===== src/hw/rtl/adbkm_pkg.sv =====
// ----------------------------------------------------------------------------
// adbkm_pkg
// Shared types and constants for the ADB keyboard and mouse controller.
// ----------------------------------------------------------------------------
`default_nettype none

package adbkm_pkg;

  localparam int RING_DEPTH = 16;
  localparam int RING_AW    = (RING_DEPTH > 1) ? $clog2(RING_DEPTH) : 1;

  typedef logic [RING_AW-1:0] ptr_t;

  // Event opcodes
  localparam logic [2:0] OP_CMD    = 3'd0;
  localparam logic [2:0] OP_KEY_DN = 3'd1;
  localparam logic [2:0] OP_KEY_UP = 3'd2;
  localparam logic [2:0] OP_MOVE   = 3'd3;
  localparam logic [2:0] OP_BUTTON = 3'd4;
  localparam logic [2:0] OP_READ   = 3'd5;

  // ADB command fields
  localparam logic [1:0] CODE_FLUSH = 2'd0;
  localparam logic [1:0] CODE_TALK  = 2'd3;
  localparam logic [1:0] REG_DATA   = 2'd0;
  localparam logic [1:0] REG_ID     = 2'd3;
  localparam logic [3:0] KBD_ADDR      = 4'd2;
  localparam logic [3:0] MOUSE_ADDR    = 4'd3;
  localparam logic [7:0] KBD_HANDLER   = 8'd2;
  localparam logic [7:0] MOUSE_HANDLER = 8'd3;
  localparam logic [7:0] SRQ_BIT       = 8'h20;
  localparam logic [7:0] EMPTY_BYTE    = 8'hFF;

  // What the response stage does with a request
  localparam logic [1:0] RK_NONE = 2'd0;  // plain result, read_data zero
  localparam logic [1:0] RK_READ = 2'd1;  // return one response byte
  localparam logic [1:0] RK_KBD  = 2'd2;  // load response from ring read data
  localparam logic [1:0] RK_LOAD = 2'd3;  // load response from carried bytes

  typedef struct packed {
    logic [2:0]        opcode;
    logic [7:0]        command_byte;
    logic [7:0]        key_code;
    logic signed [15:0] move_dx;
    logic signed [15:0] move_dy;
    logic              pressed;
  } req_item_t;

  typedef struct packed {
    logic [7:0] read_data;
    logic       response_pending;
    logic       service_request;
  } rsp_item_t;

  typedef struct packed {
    logic [1:0] kind;
    logic [7:0] b0;
    logic [7:0] b1;
    logic       two;      // second keyboard byte comes from the ring
    logic       rd_hit;   // a response byte is left to read
    logic       rd_idx;
    logic       pending;
    logic       srq;
  } resp_cmd_t;

endpackage

`default_nettype wire


===== src/hw/rtl/adbkm_if.sv =====
// ----------------------------------------------------------------------------
// adbkm_if
// Valid/ready channels for event requests and result items.
// ----------------------------------------------------------------------------
`default_nettype none

interface adbkm_req_if import adbkm_pkg::*; ();
  logic      valid;
  logic      ready;
  req_item_t payload;

  modport source (output valid, output payload, input ready);
  modport sink   (input valid, input payload, output ready);
endinterface

interface adbkm_rsp_if import adbkm_pkg::*; ();
  logic      valid;
  logic      ready;
  rsp_item_t payload;

  modport source (output valid, output payload, input ready);
  modport sink   (input valid, input payload, output ready);
endinterface

`default_nettype wire


===== src/hw/rtl/adbkm_ring.sv =====
// ----------------------------------------------------------------------------
// adbkm_ring
// Key event memory: one write port, two registered read ports.
// ----------------------------------------------------------------------------
`default_nettype none

module adbkm_ring import adbkm_pkg::*; (
  input  wire logic       clk,
  input  wire logic       wr_en,
  input  wire ptr_t       wr_addr,
  input  wire logic [7:0] wr_data,
  input  wire logic       rd_en,
  input  wire ptr_t       rd_addr0,
  input  wire ptr_t       rd_addr1,
  output logic [7:0]      rd_data0,
  output logic [7:0]      rd_data1
);

  logic [7:0] mem [RING_DEPTH];

  always_ff @(posedge clk) begin
    if (wr_en) begin
      mem[wr_addr] <= wr_data;
    end
  end

  always_ff @(posedge clk) begin
    if (rd_en) begin
      rd_data0 <= mem[rd_addr0];
      rd_data1 <= mem[rd_addr1];
    end
  end

endmodule

`default_nettype wire


===== src/hw/rtl/adbkm_resp.sv =====
// ----------------------------------------------------------------------------
// adbkm_resp
// Response stage: response byte buffer, ring data capture and output register.
// ----------------------------------------------------------------------------
`default_nettype none

module adbkm_resp import adbkm_pkg::*; (
  input  wire logic       clk,
  input  wire logic       rst,
  input  wire logic       load,
  input  wire resp_cmd_t  cmd,
  input  wire logic [7:0] ring_data0,
  input  wire logic [7:0] ring_data1,
  output logic            ready,
  adbkm_rsp_if.source     rsp
);

  logic       s2_valid;
  resp_cmd_t  s2;
  logic       advance;
  logic [7:0] resp_bytes [2];
  logic [7:0] read_data;
  logic       out_valid;
  rsp_item_t  out_item;

  assign advance = s2_valid && (!out_valid || rsp.ready);
  assign ready   = !s2_valid || !out_valid || rsp.ready;

  always_comb begin
    unique case (s2.kind)
      RK_READ: read_data = s2.rd_hit ? resp_bytes[s2.rd_idx] : EMPTY_BYTE;
      RK_NONE, RK_KBD, RK_LOAD: read_data = 8'h00;
      default: read_data = 8'h00;
    endcase
  end

  always_ff @(posedge clk) begin
    if (rst) begin
      s2_valid <= 1'b0;
    end else if (load) begin
      s2_valid <= 1'b1;
    end else if (advance) begin
      s2_valid <= 1'b0;
    end
  end

  always_ff @(posedge clk) begin
    if (load) begin
      s2 <= cmd;
    end
  end

  // Ring read data is valid while the keyboard talk sits in this stage
  always_ff @(posedge clk) begin
    if (advance && s2.kind == RK_KBD) begin
      resp_bytes[0] <= ring_data0;
      resp_bytes[1] <= s2.two ? ring_data1 : EMPTY_BYTE;
    end else if (advance && s2.kind == RK_LOAD) begin
      resp_bytes[0] <= s2.b0;
      resp_bytes[1] <= s2.b1;
    end
  end

  always_ff @(posedge clk) begin
    if (rst) begin
      out_valid <= 1'b0;
    end else if (advance) begin
      out_valid <= 1'b1;
    end else if (rsp.ready) begin
      out_valid <= 1'b0;
    end
  end

  always_ff @(posedge clk) begin
    if (advance) begin
      out_item.read_data        <= read_data;
      out_item.response_pending <= s2.pending;
      out_item.service_request  <= s2.srq;
    end
  end

  assign rsp.valid   = out_valid;
  assign rsp.payload = out_item;

endmodule

`default_nettype wire


===== src/hw/rtl/adb_keyboard_mouse_controller.sv =====
// A result passes the response stage register, then the output register.
// One request per cycle while the response stage is ready; the ring memory
// reads head and head+1 in the accept cycle for the response stage to use.
// Reset (rst, synchronous): clears ring pointers, mouse accumulators, flags,
// response length and index, and the pipeline valids. The ring memory and
// response bytes are not cleared.
// ----------------------------------------------------------------------------
// adb_keyboard_mouse_controller
// ADB keyboard and mouse device: event decode, control state and ring access.
// ----------------------------------------------------------------------------
`default_nettype none

module adb_keyboard_mouse_controller import adbkm_pkg::*; (
  input  wire logic   clk,
  input  wire logic   rst,
  adbkm_req_if.sink   req,
  adbkm_rsp_if.source rsp
);

  localparam ptr_t PTR_LAST = ptr_t'(RING_DEPTH - 1);

  ptr_t              ring_head, ring_head_next;
  ptr_t              ring_tail, ring_tail_next;
  logic signed [15:0] acc_dx, acc_dx_next;
  logic signed [15:0] acc_dy, acc_dy_next;
  logic              button_down, button_down_next;
  logic              moved_flag, moved_flag_next;
  logic [1:0]        resp_length, resp_length_next;
  logic [1:0]        resp_index, resp_index_next;

  logic       accept;
  logic       s2_ready;
  resp_cmd_t  cmd;
  logic       wr_en;
  logic [7:0] wr_data;
  ptr_t       head_inc;
  ptr_t       head_inc2;
  ptr_t       tail_inc;
  logic [7:0] ring_data0;
  logic [7:0] ring_data1;
  logic [3:0] addr;
  logic [1:0] code;
  logic [1:0] regn;
  logic       ring_has;
  logic       ring_has2;
  logic       mouse_has;

  function automatic ptr_t ptr_inc(input ptr_t p);
    return (p == PTR_LAST) ? '0 : p + 1'b1;
  endfunction

  function automatic logic signed [15:0] sat_add(input logic signed [15:0] a,
                                                 input logic signed [15:0] b);
    logic [16:0] sum;
    sum = {a[15], a} + {b[15], b};
    if (sum[16] != sum[15]) begin
      return sum[16] ? 16'sh8000 : 16'sh7FFF;
    end
    return sum[15:0];
  endfunction

  function automatic logic [6:0] clamp7(input logic signed [15:0] v);
    if (v < -16'sd64) begin
      return 7'h40;
    end else if (v > 16'sd63) begin
      return 7'h3F;
    end
    return v[6:0];
  endfunction

  assign accept    = req.valid && req.ready;
  assign req.ready = s2_ready;

  assign head_inc  = ptr_inc(ring_head);
  assign head_inc2 = ptr_inc(head_inc);
  assign tail_inc  = ptr_inc(ring_tail);
  assign addr      = req.payload.command_byte[7:4];
  assign code      = req.payload.command_byte[3:2];
  assign regn      = req.payload.command_byte[1:0];
  assign ring_has  = ring_head != ring_tail;
  assign ring_has2 = head_inc != ring_tail;
  assign mouse_has = moved_flag || button_down;
  assign wr_data   = {req.payload.opcode == OP_KEY_UP, req.payload.key_code[6:0]};

  always_comb begin
    ring_head_next   = ring_head;
    ring_tail_next   = ring_tail;
    acc_dx_next      = acc_dx;
    acc_dy_next      = acc_dy;
    button_down_next = button_down;
    moved_flag_next  = moved_flag;
    resp_length_next = resp_length;
    resp_index_next  = resp_index;
    wr_en            = 1'b0;
    cmd              = '0;
    cmd.kind         = RK_NONE;

    unique case (req.payload.opcode)
      OP_CMD: begin
        resp_length_next = 2'd0;
        resp_index_next  = 2'd0;
        priority if (req.payload.command_byte[3:0] == 4'h0) begin
          ring_head_next   = '0;
          ring_tail_next   = '0;
          acc_dx_next      = '0;
          acc_dy_next      = '0;
          button_down_next = 1'b0;
          moved_flag_next  = 1'b0;
        end else if (code == CODE_FLUSH) begin
          if (addr == KBD_ADDR) begin
            ring_head_next = '0;
            ring_tail_next = '0;
          end else if (addr == MOUSE_ADDR) begin
            acc_dx_next     = '0;
            acc_dy_next     = '0;
            moved_flag_next = 1'b0;
          end
        end else if (code == CODE_TALK) begin
          if (addr == KBD_ADDR && regn == REG_DATA && ring_has) begin
            cmd.kind         = RK_KBD;
            cmd.two          = ring_has2;
            ring_head_next   = ring_has2 ? head_inc2 : head_inc;
            resp_length_next = 2'd2;
          end else if (addr == KBD_ADDR && regn == REG_ID) begin
            cmd.kind         = RK_LOAD;
            cmd.b0           = (ring_has ? SRQ_BIT : 8'h00) | {4'h0, KBD_ADDR};
            cmd.b1           = KBD_HANDLER;
            resp_length_next = 2'd2;
          end else if (addr == MOUSE_ADDR && regn == REG_DATA && mouse_has) begin
            cmd.kind         = RK_LOAD;
            cmd.b0           = {!button_down, clamp7(acc_dy)};
            cmd.b1           = {1'b1, clamp7(acc_dx)};
            acc_dx_next      = '0;
            acc_dy_next      = '0;
            moved_flag_next  = 1'b0;
            resp_length_next = 2'd2;
          end else if (addr == MOUSE_ADDR && regn == REG_ID) begin
            cmd.kind         = RK_LOAD;
            cmd.b0           = (mouse_has ? SRQ_BIT : 8'h00) | {4'h0, MOUSE_ADDR};
            cmd.b1           = MOUSE_HANDLER;
            resp_length_next = 2'd2;
          end
        end
      end
      OP_KEY_DN, OP_KEY_UP: begin
        // drop the key when the ring is full
        if (tail_inc != ring_head) begin
          wr_en          = 1'b1;
          ring_tail_next = tail_inc;
        end
      end
      OP_MOVE: begin
        acc_dx_next     = sat_add(acc_dx, req.payload.move_dx);
        acc_dy_next     = sat_add(acc_dy, req.payload.move_dy);
        moved_flag_next = 1'b1;
      end
      OP_BUTTON: begin
        button_down_next = req.payload.pressed;
        moved_flag_next  = 1'b1;
      end
      OP_READ: begin
        cmd.kind = RK_READ;
        if (resp_index < resp_length) begin
          cmd.rd_hit      = 1'b1;
          cmd.rd_idx      = resp_index[0];
          resp_index_next = resp_index + 2'd1;
        end
      end
      default: begin
      end
    endcase

    cmd.pending = resp_index_next < resp_length_next;
    cmd.srq     = (ring_head_next != ring_tail_next) || moved_flag_next;
  end

  always_ff @(posedge clk) begin
    if (rst) begin
      ring_head   <= '0;
      ring_tail   <= '0;
      acc_dx      <= '0;
      acc_dy      <= '0;
      button_down <= 1'b0;
      moved_flag  <= 1'b0;
      resp_length <= 2'd0;
      resp_index  <= 2'd0;
    end else if (accept) begin
      ring_head   <= ring_head_next;
      ring_tail   <= ring_tail_next;
      acc_dx      <= acc_dx_next;
      acc_dy      <= acc_dy_next;
      button_down <= button_down_next;
      moved_flag  <= moved_flag_next;
      resp_length <= resp_length_next;
      resp_index  <= resp_index_next;
    end
  end

  adbkm_ring u_ring (
    .clk      (clk),
    .wr_en    (accept && wr_en),
    .wr_addr  (ring_tail),
    .wr_data  (wr_data),
    .rd_en    (accept),
    .rd_addr0 (ring_head),
    .rd_addr1 (head_inc),
    .rd_data0 (ring_data0),
    .rd_data1 (ring_data1)
  );

  adbkm_resp u_resp (
    .clk        (clk),
    .rst        (rst),
    .load       (accept),
    .cmd        (cmd),
    .ring_data0 (ring_data0),
    .ring_data1 (ring_data1),
    .ready      (s2_ready),
    .rsp        (rsp)
  );

`ifndef SYNTH
  a_move_sets_flag: assert property (@(posedge clk) disable iff (rst)
    accept && req.payload.opcode == OP_MOVE |=> moved_flag)
    else $error("mouse move did not set moved flag");

  a_reset_cmd: assert property (@(posedge clk) disable iff (rst)
    accept && req.payload.opcode == OP_CMD && req.payload.command_byte[3:0] == 4'h0
    |=> ring_head == ring_tail && acc_dx == 16'sd0 && acc_dy == 16'sd0
        && !button_down && !moved_flag && resp_length == 2'd0)
    else $error("reset command left state behind");

  a_resp_index: assert property (@(posedge clk) disable iff (rst)
    resp_index <= resp_length)
    else $error("response index ran past response length");

  a_push_full: assert property (@(posedge clk) disable iff (rst)
    accept && wr_en |=> ring_tail != ring_head)
    else $error("key push left ring looking empty");
`endif

endmodule

`default_nettype wire


===== src/flat_wrapper.sv =====
// flat-port wrapper written by rule: the top's interface ports become plain ports
module adb_keyboard_mouse_controller_flat import adbkm_pkg::*;
  (clk, rst, req_valid, req_payload, req_ready, rsp_valid, rsp_payload, rsp_ready);
  adbkm_req_if req_i ();
  adbkm_rsp_if rsp_i ();
  input  wire logic clk;
  input  wire logic rst;
  input wire logic [$bits(req_i.valid)-1:0] req_valid;
  input wire logic [$bits(req_i.payload)-1:0] req_payload;
  output wire logic [$bits(req_i.ready)-1:0] req_ready;
  output wire logic [$bits(rsp_i.valid)-1:0] rsp_valid;
  output wire logic [$bits(rsp_i.payload)-1:0] rsp_payload;
  input wire logic [$bits(rsp_i.ready)-1:0] rsp_ready;
  assign req_i.valid = req_valid;
  assign req_i.payload = req_payload;
  assign req_ready = req_i.ready;
  assign rsp_valid = rsp_i.valid;
  assign rsp_payload = rsp_i.payload;
  assign rsp_i.ready = rsp_ready;
  adb_keyboard_mouse_controller u_core (.clk(clk), .rst(rst), .req(req_i), .rsp(rsp_i));
endmodule

===== config.mk =====
export PLATFORM = sky130hd
export DESIGN_NAME = adb_keyboard_mouse_controller_flat
export DESIGN_NICKNAME = d
export VERILOG_FILES = /design/src/hw/rtl/adbkm_pkg.sv /design/src/hw/rtl/adbkm_if.sv /design/src/hw/rtl/adbkm_ring.sv /design/src/hw/rtl/adbkm_resp.sv /design/src/hw/rtl/adb_keyboard_mouse_controller.sv /design/src/flat_wrapper.sv
export SDC_FILE = /design/constraint.sdc
export NUM_CORES = 1
export LEC_CHECK = 0
export ABC_AREA = 1
export BUFFER_PORTS_ARGS = -buffer_cell sky130_fd_sc_hd__buf_2
export CAP_MARGIN = 10
export CORE_MARGIN = 2
export CORE_UTILIZATION = 30
export CTS_CLUSTER_DIAMETER = 50
export DETAILED_ROUTE_END_ITERATION = 16
export SYNTH_ARGS = -nofsm -noshare
export SYNTH_HDL_FRONTEND = slang
export SYNTH_HIERARCHICAL = 1
export SYNTH_SLANG_ARGS = --single-unit

===== constraint.sdc =====
create_clock -name clk -period 6.86 [get_ports clk]
set_clock_uncertainty 0.05 [all_clocks]
set_input_delay 1.029 -clock clk [delete_from_list [all_inputs] [get_ports clk]]
set_output_delay 1.029 -clock clk [all_outputs]
set_load 0.1 [all_outputs]

==> results of run 1 <==
## cells in the mapped netlist (all sizes together)
cell type / n
a31oi: 13
dfxtp: 49
nand4: 25
or2: 3
nand3b: 5
clkbuf: 11
a21boi: 2
clkinv: 2
nand2: 606
a311oi: 1
a21o: 2
a31o: 2
ha: 38
o21ai: 31
xor2: 8
a211oi: 5
o211ai: 2
fa: 2
nor4: 3
xnor2: 15
nor2: 91
inv: 244
a21oi: 90
nor3: 14
edfxtp: 193
and3: 3
o21a: 4
buf: 64
o21bai: 2
o31ai: 3
nand3: 317
## critical path: stages (launching register included)
cell	delay, ns
dfxtp_2	0.30
buf_4	0.65
ha_1	0.33
nand3_1	0.13
nand2_1	0.23
inv_2	0.06
inv_2	0.63
buf_4	0.43
nand2_1	0.10
nand3_1	0.10
nand3_1	0.14
nand3_1	0.18
nand2_1	0.12
## power breakdown
| part | internal [mW] | switching (mW) |
|---|---|---|
| sequential | 1.62 | 0.0226 |
| combinational | 0.134 | 0.341 |
| clock | 0.919 | 0.661 |
## per-stage QoR
| step | cell area, µm² | utilization | worst slack, ns | std cells | total power, mW |
|---|---|---|---|---|---|
| floorplan | 14500 | - | 2.14 | 1850 | 2.01 |
| global placement | 15200 | 0.319 | 2.99 | 2468 | 2.14 |
| detailed placement | 15200 | 0.319 | 2.88 | 2468 | 2.15 |
| CTS | 16200 | 0.340 | 3.18 | 2521 | 3.72 |
| global route | 16200 | 0.340 | 2.88 | 2523 | 3.84 |
| finish | 16200 | 0.340 | 3.11 | 2523 | 3.70 |
## layout make-up
type	instances	area (µm²)
tap	615	769
inverter	246	928
antenna	1	2.50
sequential	242	6780
clock buffer	35	791
clock inverter	18	204
multi-input combinational	1287	6320
timing repair buffer	79	440
fill	4877	31500
## logic make-up after synthesis
kind of cell / count (synthesis) / share of synthesized area
simple gates: 1067 / 0.319
buf+inv: 321 / 0.0977
flops: 242 / 0.467
compound gates: 157 / 0.0670
fa+ha+maj: 40 / 0.0355
xor+xnor: 23 / 0.0139
## registers in the layout (all words and copies together), names as in the netlist, 2 cells and up, named ones only
signal	count
u_core/u_ring/mem	128
u_core/u_resp/s2	23
u_core/acc_dx	16
u_core/acc_dy	16
u_core/u_resp/resp_bytes	16
u_core/u_resp/rsp.payload	10
u_core/u_ring/rd_data0	8
u_core/u_ring/rd_data1	8
u_core/ring_head	4
u_core/ring_tail	4
u_core/resp_index	2
u_core/resp_length	2
## path summary, 6_finish.rpt
kind | from | endpoint | slack, ns | cells after the start
worst max-delay path | u_core/ring_head[0]$_SDFFE_PP0P_ | u_core/u_ring/rd_data1[4]$_DFFE_PP_ | 3.11 | 12
worst min-delay path | u_core/u_resp/s2[2]$_DFFE_PP_ | register | 0.40 | 2
worst max register to register | u_core/ring_head[0]$_SDFFE_PP0P_ | u_core/u_ring/rd_data1[4]$_DFFE_PP_ | 3.11 | 12
worst min register to register | u_core/u_resp/s2[2]$_DFFE_PP_ | register | 0.40 | 2
## metal layers
| layer | vias up | routed length [µm] | GRT usage |
|---|---|---|---|
| li1 | 6184 | - | - |
| met4 | 6 | 1550 | 0.0714 |
| met1 | 5918 | 17700 | 0.209 |
| met3 | 109 | 2860 | 0.0272 |
| met2 | 444 | 19100 | 0.263 |
| met5 | - | 40 | 0 |
==> key figures, run 1 <==
Timing
  • Worst Hold Slack: 0.399 ns
  • Fin. max-slew vios: 0
  • Post-route setup TNS: 0 ns
  • RSZ-0062 raised after global routing: false
  • Tmin final: 3.75 ns
  • Final worst-path cycle share: 0.547
  • Max-slew headroom: 0.221
  • Worst-Margin Slew: 1.16 ns
  • Final-report setup violation count: 0
  • Hold violation count in the final report: 0
  • Peak Freq: 267 MHz

Die
  • Initial Util: 0.304
  • Cell Rows: 80
  • # IOs: 68
  • Core ar.: 0.0477 mm²
  • DIE AREA: 0.0502 mm²
  • Die Ht: 224 µm
  • Die span in x: 224 µm

CTS
  • CTS Root Cell: clkbuf_16
  • Clk sink count: 242
  • Post-CTS resize count: 0
  • CTS buffer count: 31
  • Hold-fix buffers at CTS: 0
  • Skew-Pair Late Insertion Delay: 0.57 ns
  • CTS tree: done
  • Htree depth: 1
  • Max clock buf depth: 3
  • Post-CTS Setup Inserts: 0
  • Reg clk slew, reported paths: 0.06 ns

Global routing
  • First-pass GRT wire length: 64,500 µm
  • Initial antenna violation count: 4
  • Largest net degree at the start of global routing: 73
  • Vias in the first global route: 12,208
  • Gr usage total: 0.161
  • GRT overflow: 0

Synth
  • FF+latch count, synth: 242
  • Syn nets: 1,946
  • Sequential share of the synthesized area: 0.467
  • Syn Std Cell Area: 0.0145 mm²
  • Gate Count Post-Synth: 1,850
  • Avg Cell Area, Syn: 7.85 µm²
  • Top cells by area, synth: edfxtp_1, nand2_1, nand3_1, dfxtp_1, inv_1
  • Synth top area share: 0.399
  • Area leader, netlist: edfxtp_1
  • Ys Warns: 6
  • Post-synth cell types: 48

Placement
  • IO Port Bufs: 66
  • DP HPWL: 27,200 µm
  • Routability Congestion: 0.859

Routing
  • Drt drc: 0
  • Drt pass-1 iters: 7
  • ANT nets after route: 0
  • Total routed wirelength: 41,200 µm
  • DR vias: 12,661
  • 1st-iter DRT viols: 1,137
  • Via-per-instance ratio: 5.02
  • WL per Instance: 16.3 µm

Worst setup path
  • CP startpoint kind: register
  • Critical path arrival: 4.00 ns
  • CP endpoint kind: register
  • Worst Path Max Fanout: 72
  • Critical Path RT: 7.11 ns
  • Kind of critical path: reg2reg

Cells and area
  • Commonest non-fill, non-tap cell in the layout: nand2_1
  • P&R area growth vs syn: 11.8%
  • Nets: 1,983
  • Most frequent cells in the layout: nand2_1, nand3_1, inv_1
  • Share of cells above drive strength 1: 0.106

Flow run
  • Reported max-cap violation count: 0

Pwr
  • P per Cell Area: 228 mW/mm²
  • Leakage Power: 7.07 nW
  • Max IR drop VDD: 0.000178 V

Outcome
  • Status: finished, final reports clean

Worst hold path
  • HP Class: reg2reg
Power figures use the tool's default switching activity.
==> run 2, diff against run 1 <==
- clock period: 6.86 -> 3.6 ns (I/O delays scaled with it)
==> run 2 against run 1 <==
Net effect: clock power up 110%; combinational power up 91%; maximum frequency up 29%; utilization up 0.65 points; highest routed layer unchanged.
==> key figures, run 2 (synthesis results as in run 1) <==
Worst setup path
  • Critical path arrival: 3.15 ns (was 4.00 ns)
  • Cell Chain, Critical Path: ha_1 -> nand2_1 -> nand2_1 -> nand2_1 -> nand2_1 -> nand2_1 -> nand2_1 -> inv_1 -> nand2_1 -> nand2_1 -> nor2_1 -> nand3_1 -> nor2_1 -> buf_4 (was buf_4 -> ha_1 -> nand3_1 -> nand2_1 -> inv_2 -> inv_2 -> buf_4 -> nand2_1 -> nand3_1 -> nand3_1 -> nand3_1 -> nand2_1)
  • CP endpoint kind: register (unchanged)
  • Slowest cell on crit path: dfxtp_1 (was buf_4)
  • CP startpoint kind: register (unchanged)
  • Largest stage delay, worst path: 0.58 ns (was 0.65 ns)
  • Kind of cell adding the most delay to the critical path: simple AND/OR/NAND/NOR gates (was buffers and inverters)
  • Critical Path RT: 3.83 ns (was 7.11 ns)
  • CP bufs+invs: 2 (was 4)
  • Crit-path most repeated cell: nand2_1 (was nand3_1)
  • Worst Path Max Fanout: 11 (was 72)
  • Kind of critical path: reg2reg (unchanged)

CTS
  • CTS tree: done (unchanged)
  • Reg clk slew, reported paths: 0.06 ns (about the same)
  • Post-CTS Setup Inserts: 0 (unchanged)
  • CTS Root Cell: clkbuf_16 (unchanged)
  • Clk sink count: 242 (unchanged)
  • Htree depth: 1 (unchanged)
  • Hold-fix buffers at CTS: 0 (unchanged)
  • Post-CTS resize count: 0 (unchanged)
  • Max clock buf depth: 3 (unchanged)
  • Skew-Pair Late Insertion Delay: 0.57 ns (about the same)
  • CTS buffer count: 30 (was 31)

Worst hold path
  • HP Class: in2reg (was reg2reg)

Timing
  • Worst-Margin Slew: 0.743 ns (was 1.16 ns)
  • RSZ-0062 raised after global routing: false (unchanged)
  • Worst Hold Slack: 0.236 ns (was 0.399 ns)
  • Peak Freq: 343 MHz (was 267 MHz)
  • Tmin final: 2.92 ns (was 3.75 ns)
  • Post-route setup TNS: 0 ns (unchanged)
  • Hold violation count in the final report: 0 (unchanged)
  • Fin. max-slew vios: 0 (unchanged)
  • Final worst-path cycle share: 0.810 (was 0.547)
  • Max-slew headroom: 0.504 (was 0.221)
  • Final-report setup violation count: 0 (unchanged)

Cells and area
  • Top flop regs: u_core/u_ring/mem x128, u_core/u_resp/s2 x23 (unchanged)
  • Max reg flops: 128 (unchanged)
  • Most flops, register: u_core/u_ring/mem (unchanged)
  • Nets: 2,004 (was 1,983)
  • Most frequent cells in the layout: nand2_1, nand3_1, inv_1 (unchanged)
  • P&R area growth vs syn: 14.0% (was 11.8%)
  • Ant. Diodes: 0 (was 1)
  • Share of cells above drive strength 1: 0.120 (was 0.106)
  • Commonest non-fill, non-tap cell in the layout: nand2_1 (unchanged)

Flow run
  • Reported max-cap violation count: 0 (unchanged)

Placement
  • IO Port Bufs: 66 (unchanged)
  • Routability Congestion: 0.860 (was 0.859)
  • DP HPWL: 28,500 µm (was 27,200 µm)

Routing
  • DR vias: 12,656 (was 12,661)
  • ANT nets after route: 0 (unchanged)
  • Drt pass-1 iters: 5 (was 7)
  • Total routed wirelength: 40,500 µm (was 41,200 µm)
  • Drt drc: 0 (unchanged)
  • Via-per-instance ratio: 4.97 (was 5.02)
  • WL per Instance: 15.9 µm (was 16.3 µm)
  • 1st-iter DRT viols: 1,102 (was 1,137)

Die
  • Die span in x: 224 µm (unchanged)
  • Cell Rows: 80 (unchanged)
  • # IOs: 68 (unchanged)
  • Initial Util: 0.304 (unchanged)
  • DIE AREA: 0.0502 mm² (unchanged)
  • Core ar.: 0.0477 mm² (unchanged)
  • Die Ht: 224 µm (unchanged)

Global routing
  • Largest net degree at the start of global routing: 65 (was 73)
  • Gr usage total: 0.160 (was 0.161)
  • M3 GR Usage: 0.0186 (was 0.0272)
  • First-pass GRT wire length: 64,200 µm (was 64,500 µm)
  • Initial antenna violation count: 3 (was 4)
  • GRT Max-Usage Layer: met2 (unchanged)
  • Routing usage on met1: 0.212 (was 0.209)
  • GR Util met2: 0.267 (was 0.263)
  • GRT overflow: 0 (unchanged)
  • Vias in the first global route: 12,017 (was 12,208)

Pwr
  • Max IR drop VDD: 0.000399 V (was 0.000178 V)
  • P per Cell Area: 445 mW/mm² (was 228 mW/mm²)
  • Leakage Power: 7.26 nW (was 7.07 nW)

Outcome
  • Status: finished, final reports clean (unchanged)
## run 2: cell count changes in the layout (fill, tap and decap cells not counted), moves of 2 or more
cell / delta
inv_6: -4
clkinv_2: +2
clkinv_4: +3
clkinvlp_4: -2
bufinv_16: +4
clkbuf_1: -3
clkinv_8: +3
buf_4: +21
## run 2: layout make-up
cell class	instances	area, µm²
clock inverter	25	369
timing repair buffer	101	618
multi-input combinational	1287	6320
tap	615	769
sequential	242	6780
fill	4825	31200
clock buffer	31	754
inverter	246	930
## run 2: per-stage QoR
step	std cells	worst slack [ns]	cell area, µm²	utilization	power [mW]
after CTS	2547	0.679	16500	0.347	7.42
after floorplan	1850	0.349	14500	-	3.84
after global routing	2547	0.418	16500	0.347	7.64
after global placement	2491	0.590	15400	0.323	4.09
after detailed placement	2491	0.563	15400	0.323	4.10
final	2547	0.683	16500	0.347	7.36
## run 2: layer usage
metal	part of all wire	up-vias
li1	-	6231
met1	0.43	5854
met2	0.47	470
met3	0.065	95
met4	0.032	6
met5	0.00099	-
## run 2: final timing paths
kind / from / to / slack, ns / cells after the start
hold reg to reg: u_core/u_resp/s2[2]$_DFFE_PP_ / register / 0.38 / 2
setup reg to reg: u_core/ring_tail[1]$_SDFFE_PP0P_ / u_core/u_ring/mem[11][2]$_DFFE_PP_ / 0.68 / 14
setup / recovery: u_core/ring_tail[1]$_SDFFE_PP0P_ / u_core/u_ring/mem[11][2]$_DFFE_PP_ / 0.68 / 14
hold / removal: req_payload[0] / u_core/button_down$_SDFFE_PP0P_ / 0.24 / 3
## run 2: worst register-to-register path: stages, from the launching register on
cell	delay (ns)
dfxtp_1	0.58
ha_1	0.28
nand2_1	0.10
nand2_1	0.09
nand2_1	0.09
nand2_1	0.08
nand2_1	0.05
nand2_1	0.05
inv_1	0.04
nand2_1	0.13
nand2_1	0.09
nor2_1	0.28
nand3_1	0.28
nor2_1	0.22
buf_4	0.20
## run 2: power by group
group | switching (mW) | internal (mW) | leakage [nW]
Sequential | 0.0417 | 3.09 | 2.18
Clock | 1.30 | 2.01 | 0.550
Combinational | 0.647 | 0.264 | 4.53
Total | 1.99 | 5.37 | 7.26
==> run 3, diff against run 2 <==
- clock period: 3.6 -> 2.81 ns (I/O delays scaled with it)
==> run 3 against run 2 <==
Net effect: sequential share of layout area decreased by 0.62 points; clock power is 33% higher; largest power group unchanged; power up 31%; die area unchanged; utilization rose by 0.53 points; critical path depth rose by 1; non-clock buffer count is 22 higher; maximum frequency rose by 14%; routed wire length is 2.2% higher; largest cell class unchanged; cell count increased by 1.1%; design area grew 1.5%.
==> key figures, run 3 (synthesis results as in run 1) <==
CTS
  • Htree depth: 2 (was 1)
  • CTS tree: done (unchanged)
  • CTS buffer count: 34 (was 30)
  • Clk sink count: 242 (unchanged)
  • Hold-fix buffers at CTS: 0 (unchanged)
  • Max clock buf depth: 3 (unchanged)
  • Reg clk slew, reported paths: 0.06 ns (about the same)
  • Post-CTS Setup Inserts: 0 (unchanged)
  • Skew-Pair Late Insertion Delay: 0.52 ns (was 0.57 ns)
  • CTS Root Cell: clkbuf_16 (unchanged)

Global routing
  • Vias in the first global route: 12,098 (was 12,017)
  • Gr usage total: 0.162 (was 0.160)
  • Initial antenna violation count: 4 (was 3)
  • Largest net degree at the start of global routing: 66 (was 65)
  • First-pass GRT wire length: 64,500 µm (was 64,200 µm)
  • GRT overflow: 0 (unchanged)

Timing
  • Worst Hold Slack: 0.152 ns (was 0.236 ns)
  • Hold violation count in the final report: 0 (unchanged)
  • Post-route setup TNS: 0 ns (unchanged)
  • Final worst-path cycle share: 0.914 (was 0.810)
  • Fin. max-slew vios: 0 (unchanged)
  • Tmin final: 2.57 ns (was 2.92 ns)
  • Worst-Margin Slew: 0.782 ns (was 0.743 ns)
  • Final worst-path setup slack: 0.243 ns (was 0.683 ns)
  • RSZ-0062 raised after global routing: false (unchanged)
  • Final-report setup violation count: 0 (unchanged)
  • Peak Freq: 390 MHz (was 343 MHz)
  • Max-slew headroom: 0.478 (was 0.504)

Worst hold path
  • HP Start: req_payload[0] (unchanged)
  • HP Class: in2reg (unchanged)

Cells and area
  • Core Util, Final: 0.352 (was 0.347)
  • Top flop regs: u_core/u_ring/mem x128, u_core/u_resp/s2 x23 (unchanged)
  • Ant. Diodes: 0 (unchanged)
  • Max reg flops: 128 (unchanged)
  • Most frequent cells in the layout: nand2_1, nand3_1, inv_1 (unchanged)
  • Final instance area: 0.0168 mm² (was 0.0165 mm²)
  • Finished Layout Cells: 2,574 (was 2,547)
  • Fill cell count: 4,809 (was 4,825)
  • Share of cells above drive strength 1: 0.129 (was 0.120)
  • Commonest non-fill, non-tap cell in the layout: nand2_1 (unchanged)
  • Most flops, register: u_core/u_ring/mem (unchanged)
  • Nets: 2,030 (was 2,004)
  • P&R area growth vs syn: 15.8% (was 14.0%)

Routing
  • Drt pass-1 iters: 5 (unchanged)
  • WL per Instance: 16.1 µm (was 15.9 µm)
  • Via-per-instance ratio: 4.95 (was 4.97)
  • ANT nets after route: 0 (unchanged)
  • Drt drc: 0 (unchanged)
  • DR vias: 12,740 (was 12,656)
  • Total routed wirelength: 41,400 µm (was 40,500 µm)
  • 1st-iter DRT viols: 1,206 (was 1,102)

Pwr
  • P per Cell Area: 572 mW/mm² (was 445 mW/mm²)
  • Leakage Power: 7.39 nW (was 7.26 nW)
  • Max IR drop VDD: 0.000355 V (was 0.000399 V)
  • Total chip power: 9.62 mW (was 7.36 mW)

Placement
  • Dpl ws: 0.125 ns (was 0.563 ns)
  • IO Port Bufs: 66 (unchanged)
  • DP Area: 0.0156 mm² (was 0.0154 mm²)
  • DP HPWL: 28,500 µm (about the same)
  • Routability Congestion: 0.881 (was 0.860)
  • Post-Place Cells: 2,513 (was 2,491)

Worst setup path
  • Slowest cell on crit path: fa_1 (was dfxtp_1)
  • Kind of cell adding the most delay to the critical path: simple AND/OR/NAND/NOR gates (unchanged)
  • Cell Chain, Critical Path: ha_1 -> inv_1 -> fa_1 -> inv_1 -> nand3_1 -> nand2_1 -> nand2_1 -> nand3_1 -> nand2_1 -> nand3_1 -> nand2_2 -> nand2_2 -> nand3_1 -> nand2_1 -> a21oi_2 (was ha_1 -> nand2_1 -> nand2_1 -> nand2_1 -> nand2_1 -> nand2_1 -> nand2_1 -> inv_1 -> nand2_1 -> nand2_1 -> nor2_1 -> nand3_1 -> nor2_1 -> buf_4)
  • Critical Path RT: 3.14 ns (was 3.83 ns)
  • CP bufs+invs: 2 (unchanged)
  • Kind of critical path: reg2reg (unchanged)
  • Setup crit start: u_core/acc_dx[0]$_SDFFE_PP0P_ (was u_core/ring_tail[1]$_SDFFE_PP0P_)
  • Largest stage delay, worst path: 0.40 ns (was 0.58 ns)
  • Worst Path Max Fanout: 15 (was 11)
  • Reg-to-reg startpoint: u_core/acc_dx[0]$_SDFFE_PP0P_ (was u_core/ring_tail[1]$_SDFFE_PP0P_)
  • Critical path arrival: 2.90 ns (was 3.15 ns)
  • CP endpoint kind: register (unchanged)
  • CP startpoint kind: register (unchanged)

Die
  • Cell Rows: 80 (unchanged)
  • DIE AREA: 0.0502 mm² (unchanged)
  • Die span in x: 224 µm (unchanged)
  • Core ar.: 0.0477 mm² (unchanged)
  • Initial Util: 0.304 (unchanged)
  • Die Ht: 224 µm (unchanged)
  • # IOs: 68 (unchanged)

Outcome
  • Status: finished, final reports clean (unchanged)

Flow run
  • Reported max-cap violation count: 0 (unchanged)
==> run 3: layer usage <==
layer / up-vias / track usage / wire length (µm)
met5: - / 0 / 45
li1: 6278 / - / -
met2: 431 / 0.268 / 19200
met1: 5934 / 0.210 / 17900
met3: 89 / 0.0272 / 2760
met4: 8 / 0.0645 / 1430
==> run 3: final cells by class <==
class / count / area, µm² / share of cell area
Timing Repair Buffer: 123 / 821 / 0.0489
Clock buffer: 37 / 883 / 0.0526
Multi-Input combinational cell: 1287 / 6330 / 0.377
Tap cell: 615 / 769 / 0.0458
Sequential cell: 242 / 6780 / 0.404
Clock inverter: 24 / 280 / 0.0167
Inverter: 246 / 933 / 0.0556
==> run 3: what timing repair did <==
| item | 4_1_cts | 5_1_grt |
|---|---|---|
| gates resized for setup | 0 | 1 |
| endpoints found under the setup margin | 0 | 1 |
| hold endpoints to repair | 0 | 0 |
==> run 3: worst min-delay path: cells and delay by family <==
kind / cells / cell delay [ns]
simple gates: 1 / 0.07
compound gates: 1 / 0.06
buf+inv: 1 / 0.10
==> run 3: path summary, 6_finish.rpt <==
kind | end | slack, ns | depth (start not counted)
worst min register to register | register | 0.40 | 2
worst min-delay path | u_core/button_down$_SDFFE_PP0P_ | 0.15 | 3
worst max register to register | u_core/acc_dx[9]$_SDFFE_PP0P_ | 0.24 | 15
worst max-delay path | u_core/acc_dx[9]$_SDFFE_PP0P_ | 0.24 | 15
==> run 3: where the power goes <==
group | internal [mW] | switching (mW)
combinational | 0.363 | 0.847
sequential | 3.97 | 0.0485
clock | 2.75 | 1.64
